==> config.mk <==
export PLATFORM = sky130hd
export DESIGN_NAME = base64_digest_to_hex_decoder
export DESIGN_NICKNAME = d
export VERILOG_FILES = /design/src/rtl/b64dh_pkg.sv /design/src/rtl/b64dh_ctrl.sv /design/src/rtl/b64dh_datapath.sv /design/src/rtl/base64_digest_to_hex_decoder.sv
export SDC_FILE = /design/constraint.sdc
export NUM_CORES = 1
export LEC_CHECK = 0
export ABC_CLOCK_PERIOD_IN_PS = 3700
export BUFFER_PORTS_ARGS = -buffer_cell sky130_fd_sc_hd__buf_2
export CAP_MARGIN = 15
export CORE_ASPECT_RATIO = 2
export CORE_MARGIN = 4
export CORE_UTILIZATION = 40
export CTS_CLUSTER_DIAMETER = 100
export DETAILED_ROUTE_END_ITERATION = 12
export PLACE_DENSITY = 0.61
export SETUP_SLACK_MARGIN = 0.05
export SLEW_MARGIN = 30
export SYNTH_ARGS = -nofsm -noshare
export SYNTH_HDL_FRONTEND = slang
export SYNTH_SLANG_ARGS = --single-unit
==> constraint.sdc <==
create_clock -name clk_i -period 3.7 [get_ports clk_i]
set_input_delay 0.37 -clock clk_i [delete_from_list [all_inputs] [get_ports clk_i]]
set_output_delay 0.37 -clock clk_i [all_outputs]
set_load 0.005 [all_outputs]
==> src/rtl/b64dh_pkg.sv <==
`timescale 1ns / 1ps

package b64dh_pkg;

  localparam int unsigned DigestBytesDef = 16;
  localparam logic [7:0] PadChar = 8'h3D;

  typedef struct packed {
    logic [7:0] char_code;
    logic       is_final;
  } b64dh_in_t;

  typedef struct packed {
    logic [7:0] hex_char;
    logic       decode_ok;
    logic       run_end;
  } b64dh_out_t;

  typedef enum logic [3:0] {
    ST_IDLE = 4'b0001,
    ST_READ = 4'b0010,
    ST_HI   = 4'b0100,
    ST_LO   = 4'b1000
  } b64dh_state_e;

  // controller -> datapath
  typedef struct packed {
    logic accept;     // apply the decode step for the input transfer
    logic clear_run;  // final character: reset run state
    logic rd_en;      // read digest store
    logic rd_next;    // read at index + 1 and advance
    logic idx_clr;    // rewind read index
    logic load_hi;
    logic load_lo;
    logic load_fail;
  } b64dh_cmd_t;

  // datapath -> controller
  typedef struct packed {
    logic out_free;
    logic final_ok;
    logic last_idx;
  } b64dh_status_t;

  // {valid, 6-bit value}
  function automatic logic [6:0] sextet_of(input logic [7:0] c);
    logic [6:0] r;
    r = 7'd0;
    if (c inside {[8'h41:8'h5A]}) begin
      r = {1'b1, 6'(c - 8'h41)};
    end else if (c inside {[8'h61:8'h7A]}) begin
      r = {1'b1, 6'(c - 8'h61 + 8'd26)};
    end else if (c inside {[8'h30:8'h39]}) begin
      r = {1'b1, 6'(c - 8'h30 + 8'd52)};
    end else if (c == 8'h2B) begin
      r = {1'b1, 6'd62};
    end else if (c == 8'h2F) begin
      r = {1'b1, 6'd63};
    end
    return r;
  endfunction

  function automatic logic [7:0] hex_digit(input logic [3:0] nib);
    logic [7:0] r;
    if (nib < 4'd10) begin
      r = 8'h30 + {4'd0, nib};
    end else begin
      r = 8'h61 + {4'd0, nib} - 8'd10;
    end
    return r;
  endfunction

endpackage

==> src/rtl/b64dh_ctrl.sv <==
`timescale 1ns / 1ps

module b64dh_ctrl (
  input  logic                   clk_i,
  input  logic                   rst_ni,
  input  logic                   in_valid_i,
  input  logic                   in_final_i,
  output logic                   in_stall_o,
  input  b64dh_pkg::b64dh_status_t status_i,
  output b64dh_pkg::b64dh_cmd_t    cmd_o
);

  b64dh_pkg::b64dh_state_e state_q, state_d;
  logic can_take;

  always_ff @(posedge clk_i or negedge rst_ni) begin
    if (!rst_ni) begin
      state_q <= b64dh_pkg::ST_IDLE;
    end else begin
      state_q <= state_d;
    end
  end

  // a final character may need the output register for the failure result
  assign can_take   = (state_q == b64dh_pkg::ST_IDLE) && (!in_final_i || status_i.out_free);
  assign in_stall_o = !can_take;

  always_comb begin
    state_d = state_q;
    cmd_o   = '0;
    case (state_q)
      b64dh_pkg::ST_IDLE: begin
        if (in_valid_i && can_take) begin
          cmd_o.accept = 1'b1;
          if (in_final_i) begin
            cmd_o.clear_run = 1'b1;
            if (status_i.final_ok) begin
              cmd_o.idx_clr = 1'b1;
              state_d       = b64dh_pkg::ST_READ;
            end else begin
              cmd_o.load_fail = 1'b1;
            end
          end
        end
      end
      b64dh_pkg::ST_READ: begin
        cmd_o.rd_en = 1'b1;
        state_d     = b64dh_pkg::ST_HI;
      end
      b64dh_pkg::ST_HI: begin
        if (status_i.out_free) begin
          cmd_o.load_hi = 1'b1;
          state_d       = b64dh_pkg::ST_LO;
        end
      end
      b64dh_pkg::ST_LO: begin
        if (status_i.out_free) begin
          cmd_o.load_lo = 1'b1;
          if (status_i.last_idx) begin
            cmd_o.idx_clr = 1'b1;
            state_d       = b64dh_pkg::ST_IDLE;
          end else begin
            // fetch the next byte while the low digit goes out
            cmd_o.rd_en   = 1'b1;
            cmd_o.rd_next = 1'b1;
            state_d       = b64dh_pkg::ST_HI;
          end
        end
      end
      default: begin
        state_d = b64dh_pkg::ST_IDLE;
      end
    endcase
  end

endmodule

==> src/rtl/b64dh_datapath.sv <==
`timescale 1ns / 1ps

module b64dh_datapath #(
  parameter int unsigned DIGEST_BYTES = b64dh_pkg::DigestBytesDef
) (
  input  logic                      clk_i,
  input  logic                      rst_ni,
  input  b64dh_pkg::b64dh_in_t      in_data_i,
  input  b64dh_pkg::b64dh_cmd_t     cmd_i,
  output b64dh_pkg::b64dh_status_t  status_o,
  output logic                      out_valid_o,
  input  logic                      out_stall_i,
  output b64dh_pkg::b64dh_out_t     out_data_o
);

  localparam int unsigned CntW = $clog2(DIGEST_BYTES + 1);
  localparam int unsigned IdxW = (DIGEST_BYTES > 1) ? $clog2(DIGEST_BYTES) : 1;

  logic [13:0]     acc_q;
  logic [2:0]      pend_q;
  logic [CntW-1:0] cnt_q;
  logic            pad_q, err_q;
  logic [7:0]      mem [DIGEST_BYTES];
  logic [7:0]      rd_data_q;
  logic [IdxW-1:0] rd_idx_q, rd_addr;
  b64dh_pkg::b64dh_out_t out_q;
  logic            out_valid_q;

  logic [6:0]      sx;
  logic            active, is_pad, take, bad, byte_done, cnt_full, wr, overflow, nxt_err;
  logic [13:0]     acc_new;
  logic [3:0]      pend_sum;
  logic [7:0]      byte_val;
  logic [CntW-1:0] nxt_cnt;

  // decode step
  assign sx        = b64dh_pkg::sextet_of(in_data_i.char_code);
  assign active    = !pad_q && !err_q;
  assign is_pad    = (in_data_i.char_code == b64dh_pkg::PadChar);
  assign take      = active && !is_pad && sx[6];
  assign bad       = active && !is_pad && !sx[6];
  assign acc_new   = {acc_q[7:0], sx[5:0]};
  assign pend_sum  = {1'b0, pend_q} + 4'd6;
  assign byte_done = pend_sum[3];
  // when a byte completes, pend_sum - 8 is just its low three bits
  assign byte_val  = 8'(acc_new >> pend_sum[2:0]);
  assign cnt_full  = (cnt_q == CntW'(DIGEST_BYTES));
  assign wr        = take && byte_done && !cnt_full;
  assign overflow  = take && byte_done && cnt_full;
  assign nxt_err   = err_q || bad || overflow;
  assign nxt_cnt   = cnt_q + CntW'(wr);

  assign status_o.final_ok = !nxt_err && (nxt_cnt == CntW'(DIGEST_BYTES));
  assign status_o.out_free = !out_valid_q || !out_stall_i;
  assign status_o.last_idx = (rd_idx_q == IdxW'(DIGEST_BYTES - 1));

  always_ff @(posedge clk_i or negedge rst_ni) begin
    if (!rst_ni) begin
      acc_q  <= '0;
      pend_q <= '0;
      cnt_q  <= '0;
      pad_q  <= 1'b0;
      err_q  <= 1'b0;
    end else if (cmd_i.accept) begin
      if (cmd_i.clear_run) begin
        acc_q  <= '0;
        pend_q <= '0;
        cnt_q  <= '0;
        pad_q  <= 1'b0;
        err_q  <= 1'b0;
      end else begin
        if (take) begin
          acc_q  <= acc_new;
          pend_q <= pend_sum[2:0];
        end
        if (active && is_pad) begin
          pad_q <= 1'b1;
        end
        cnt_q <= nxt_cnt;
        err_q <= nxt_err;
      end
    end
  end

  assign rd_addr = cmd_i.rd_next ? (rd_idx_q + IdxW'(1)) : rd_idx_q;

  always_ff @(posedge clk_i or negedge rst_ni) begin
    if (!rst_ni) begin
      rd_idx_q <= '0;
    end else if (cmd_i.idx_clr) begin
      rd_idx_q <= '0;
    end else if (cmd_i.rd_en) begin
      rd_idx_q <= rd_addr;
    end
  end

  // digest store
  always_ff @(posedge clk_i) begin
    if (cmd_i.accept && wr) begin
      mem[cnt_q[IdxW-1:0]] <= byte_val;
    end
    if (cmd_i.rd_en) begin
      rd_data_q <= mem[rd_addr];
    end
  end

  // output register
  always_ff @(posedge clk_i or negedge rst_ni) begin
    if (!rst_ni) begin
      out_valid_q <= 1'b0;
    end else if (cmd_i.load_hi || cmd_i.load_lo || cmd_i.load_fail) begin
      out_valid_q <= 1'b1;
    end else if (!out_stall_i) begin
      out_valid_q <= 1'b0;
    end
  end

  always_ff @(posedge clk_i) begin
    if (cmd_i.load_hi) begin
      out_q <= '{hex_char: b64dh_pkg::hex_digit(rd_data_q[7:4]), decode_ok: 1'b1,
                 run_end: 1'b0};
    end else if (cmd_i.load_lo) begin
      out_q <= '{hex_char: b64dh_pkg::hex_digit(rd_data_q[3:0]), decode_ok: 1'b1,
                 run_end: status_o.last_idx};
    end else if (cmd_i.load_fail) begin
      out_q <= '{hex_char: 8'd0, decode_ok: 1'b0, run_end: 1'b1};
    end
  end

  assign out_valid_o = out_valid_q;
  assign out_data_o  = out_q;

endmodule

==> src/rtl/base64_digest_to_hex_decoder.sv <==
`timescale 1ns / 1ps

// Base64 digest decoder with lowercase hex output.
// Input channel: one base64 character per transfer, is_final on the last.
// Characters are taken at one per cycle while the block is idle; non-final
// characters give no result. A '=' ends decoding for the run, a character
// outside the alphabet or one byte too many flags an error.
// On the final character: if exactly DIGEST_BYTES bytes decoded cleanly,
// the block emits 2*DIGEST_BYTES hex characters, high nibble first, with
// run_end on the last; otherwise one failure result (hex_char 0,
// decode_ok 0, run_end 1) loads into the output register the same cycle.
// Digest output: after the final transfer the store read is registered, then
// one character per cycle while the output is free (the next read overlaps
// the low digit); the input stalls until the last character is in the output reg.
// A stalled output register holds its result and pauses emission; a final
// character is held off while the output register cannot take a result.
// Reset clears the run state and the output valid flag; the digest store
// needs no clearing since it is only read after a full run wrote it.
module base64_digest_to_hex_decoder #(
  parameter int unsigned DIGEST_BYTES = b64dh_pkg::DigestBytesDef
) (
  input  logic                  clk_i,
  input  logic                  rst_ni,
  input  logic                  in_valid_i,
  output logic                  in_stall_o,
  input  b64dh_pkg::b64dh_in_t  in_data_i,
  output logic                  out_valid_o,
  input  logic                  out_stall_i,
  output b64dh_pkg::b64dh_out_t out_data_o
);

  b64dh_pkg::b64dh_cmd_t    cmd;
  b64dh_pkg::b64dh_status_t status;

  b64dh_ctrl u_ctrl (
    .clk_i      (clk_i),
    .rst_ni     (rst_ni),
    .in_valid_i (in_valid_i),
    .in_final_i (in_data_i.is_final),
    .in_stall_o (in_stall_o),
    .status_i   (status),
    .cmd_o      (cmd)
  );

  b64dh_datapath #(
    .DIGEST_BYTES (DIGEST_BYTES)
  ) u_datapath (
    .clk_i       (clk_i),
    .rst_ni      (rst_ni),
    .in_data_i   (in_data_i),
    .cmd_i       (cmd),
    .status_o    (status),
    .out_valid_o (out_valid_o),
    .out_stall_i (out_stall_i),
    .out_data_o  (out_data_o)
  );

endmodule
==> summary.txt <==
Run status
  • Status: finished, final reports clean

Floorplan
  • Die extent in y: 217.1 um
  • Die W: 112.5 um
  • Core box area: roughly 0.021 mm2
  • Die area: 0.02443 mm2
  • Initial Util: 0.4068
  • Row cnt: 76
  • Number of I/O pins: 25

STA
  • Crit share post-route: 0.8852
  • Period minus WS final: approximately 3.3 ns
  • Clock Skew: 0.009344 ns
  • Final Max Tran Viols: 0
  • Least-Margin Pin Slew: 0.6426 ns
  • Maximum clock frequency: 305.3 MHz
  • # setup viols final: 0
  • Hold Vio Cnt, Final: 0
  • Worst rel slew slack: 0.5700
  • RSZ-0062 raised after global routing: false
  • Setup TNS: 0 ns

Logic synthesis
  • Synth top cells by count: 143 x edfxtp_1, 48 x nand2_1, 42 x nor2_1
  • Post-Syn Nets: 683
  • Yosys top cell area share: 0.4912
  • Synth area leader: edfxtp_1
  • Seq/Total Area, Yosys: 0.5703
  • Synth Area in Simple Gates: 0.1224
  • Synthesis Warnings: 0
  • Synth Cell Area: between 0.008 and 0.009 mm2
  • Synth unique cells: 82
  • Most frequent cell after synthesis: edfxtp_1
  • Avg Cell Area, Syn: 13.35 um2
  • Largest family of logic cells by synthesized area: multiplexers
  • Top post-synthesis cells by area: edfxtp_1 49%, mux4_2 8.8%, dfrtp_1 7.2%
  • Ys flop type: edfxtp_1
  • Compound-Gate Fraction of Synth Area: 0.1219
  • Synth Register Bits: 171
  • Fraction of synthesized area in multiplexers: 0.1321
  • Post-synth ARST share: 0.1520
  • Number of flops mapped to enable cells by yosys: 143
  • Post-Synth XOR/XNOR Area: 0.005009
  • Post-Synth Adder-Cell Area: 0.02147
  • Syn Inst Count: about 660

Global route
  • Number of global-route vias before repair: between 6000 and 7000
  • Largest net degree at the start of global routing: 46
  • Initial antenna violation count: 0
  • Total gr overflow: 0
  • Total Routing Usage GR: 0.1797
  • First-pass GRT wire length: 33200 um

Setup path
  • CP endpoint: u_datapath.out_data_o[5]
  • Worst path buffer plus inverter count: 2
  • Worst r2r src: u_datapath.cnt_q[0]
  • Crit Path Max Fanout: 7
  • Reg-to-Reg End: u_datapath.out_data_o[5]
  • CP endpoint kind: register
  • Startpoint types: input pin
  • Critical path launch point: in_data_i[3]
  • CP Cell Sequence: buf_2 > inv_1 > ha_1 > a21o_1 > a311o_1 > a21boi_1 > o21ai_2 > nor4b_1 > ha_1 > ha_1 > nand3_1 > or3_1 > o21ai_0 > nand3_1 > o21ai_1 > o21ai_2
  • Cell repeated most along the worst path: ha_1
  • Worst Path Arrival: 3.44 ns
  • Crit path kind: in -> reg
  • Crit path max-delay family: compound AO/OA/AOI/OAI gates
  • CP max stage cell: a311o_1
  • Reg2Reg Setup Slack: 0.55 ns
  • Crit path largest cell delay: around 0.32 ns
  • Crit path depth: 16
  • Required @ worst endpoint: 3.86 ns
  • Cell count of the worst reg-to-reg path: 12

Clock network
  • CTS tree: yes
  • Clk buf depth: 2
  • Clk sinks: 171
  • Root Driver: clkbuf_16
  • Clk slew on worst S/H paths: 0.07 ns
  • # H-tree levels: 4
  • Clock latency on the worst-skew pair: 0.44 ns
  • CTS Buf Count: 17
  • Post_cts resized: 0

Layout
  • Ant. Diodes: 0
  • Final nets: 755
  • Share of post-route cells with drive strength above 1: 0.2500
  • Finished Layout Cells: 1013
  • Post-route cell area: 0.01012 mm2
  • Utilization after layout: 0.4709
  • P&R area growth vs syn: 15.77%

Routing
  • Post-route DRC violation count: 0
  • Post-Route WL: between 20000 and 25000 um
  • DR vias: 5902
  • Avg WL per Cell: 20.94 um
  • Final ANT Viol Nets: 0
  • Initial DRC Count: ~410
  • DR vias/cell: 5.826
  • Pre-antenna DRT Iters: 5

Pwr
  • Share of total power in combinational logic: 0.108
  • Leak Pwr: 0.003570 uW
  • Psw: 1076 uW
  • Switching Share: 0.2351
  • Sequential Power Share: 0.482
  • Worst vdd ir: roughly 0.20 mV
  • Clock Power Share: 0.410
  • Internal power: around 3500 uW
  • Pwr Density: 452.3 mW/mm2

Placement
  • Dpl cells: 980
  • RePlAce Congestion: 0.9154
  • Post-DP Area: 0.009488 mm2
  • Post-detail-place hpwl: 15920 um
  • IO Port Bufs: 23

Hold path
  • Worst min path class: in -> reg

Job
  • Max-Cap Viols: 0
==> state kept, by name, indices dropped and copies added, names as in the netlist <==
name,count
u_datapath.rd_data_q,8
u_ctrl.state_q,4
u_datapath.pend_q,2
u_datapath.rd_idx_q,4
u_datapath.err_q,1
u_datapath.out_data_o,9
u_datapath.out_valid_o,1
u_datapath.acc_q,8
u_datapath.cnt_q,5
u_datapath.mem,128
u_datapath.pad_q,1
==> per-layer routing <==
layer	wire length, um	global-route usage	vias up
met1	7095	0.1744	2907
met4	1551	0.1300	0
li1	-	-	2737
met2	11880	0.3335	189
met3	693	0.03144	69
met5	0	0	-
==> power by group through the flow <==
stage | sequential, uW | clock (uW) | combinational [uW]
after global placement | 2250 | 0 | 478
after global routing | 2210 | 1990 | 536
after CTS | 2210 | 1900 | 497
after detailed placement | 2250 | 0 | 495
final | 2210 | 1880 | 493
after floorplan | 2250 | 0 | 290
==> timing repair <==
action | CTS | global route
hold endpoints to repair | 25 | 0
hold buffers | 1 | 0
buffers inserted | 0 | 0
==> layout by cell type (no fill, tap or decap), types with 11 or more instances in the layout <==
| master | synthesis | layout |
|---|---|---|
| clkbuf_16 | 0 | 17 |
| a21oi_1 | 23 | 23 |
| mux2_4 | 13 | 13 |
| o22ai_1 | 11 | 11 |
| edfxtp_1 | 143 | 143 |
| nor2b_1 | 23 | 23 |
| ha_1 | 15 | 15 |
| dfrtp_1 | 25 | 24 |
| buf_2 | 10 | 23 |
| nor3_1 | 27 | 27 |
| nand2b_1 | 12 | 12 |
| inv_1 | 21 | 21 |
| a211oi_1 | 11 | 11 |
| mux4_2 | 34 | 34 |
| nand2_1 | 48 | 48 |
| a211o_1 | 11 | 11 |
| nor2_1 | 42 | 42 |
| o21ai_0 | 18 | 16 |
| buf_4 | 2 | 58 |
| nand3_1 | 14 | 14 |
==> per-stage QoR <==
step / hold WS [ns] / power [uW] / setup WS [ns]
6_report: 0.2632 / 4578 / 0.4248
5_1_grt: 0.2834 / 4734 / 0.1431
4_1_cts: 0.2497 / 4604 / 0.4448
3_5_place_dp: 0.4175 / 2743 / -0.01407
3_3_place_gp: 0.4073 / 2725 / 0.03388
2_1_floorplan: 0.07441 / 2538 / 0.09210
==> cell type report <==
type	count	area, um2
repair buffers	82	560.5
clock inverters	14	193.9
flip-flops and latches	171	4987
clock buffers	18	429.2
well taps	273	341.6
fillers	1963	11370
inverters	21	78.83
multi-input cells	434	3530
==> worst min-delay path by stage <==
| stage | endpoint | start | cells past startpoint |
|---|---|---|---|
| floorplan | u_ctrl.state_q[1] | rst_ni | 0 |
| global placement | u_ctrl.state_q[2] | rst_ni | 1 |
| global route | u_datapath.cnt_q[3] | in_data_i[0] | 2 |
| CTS | u_datapath.cnt_q[3] | in_data_i[0] | 2 |
| finish | u_datapath.cnt_q[4] | in_data_i[0] | 2 |
| detailed placement | u_ctrl.state_q[3] | rst_ni | 1 |
==> cells by family (layout without fill, tap and decap cells) <==
group / Yosys count / in the layout
buf+inv: 50 / 135
other cells: 1 / 1
compound gates: 144 / 144
xor+xnor: 5 / 5
flops: 171 / 171
mux: 65 / 65
simple gates: 204 / 204
fa+ha+maj: 15 / 15
Power figures use the tool's default switching activity.
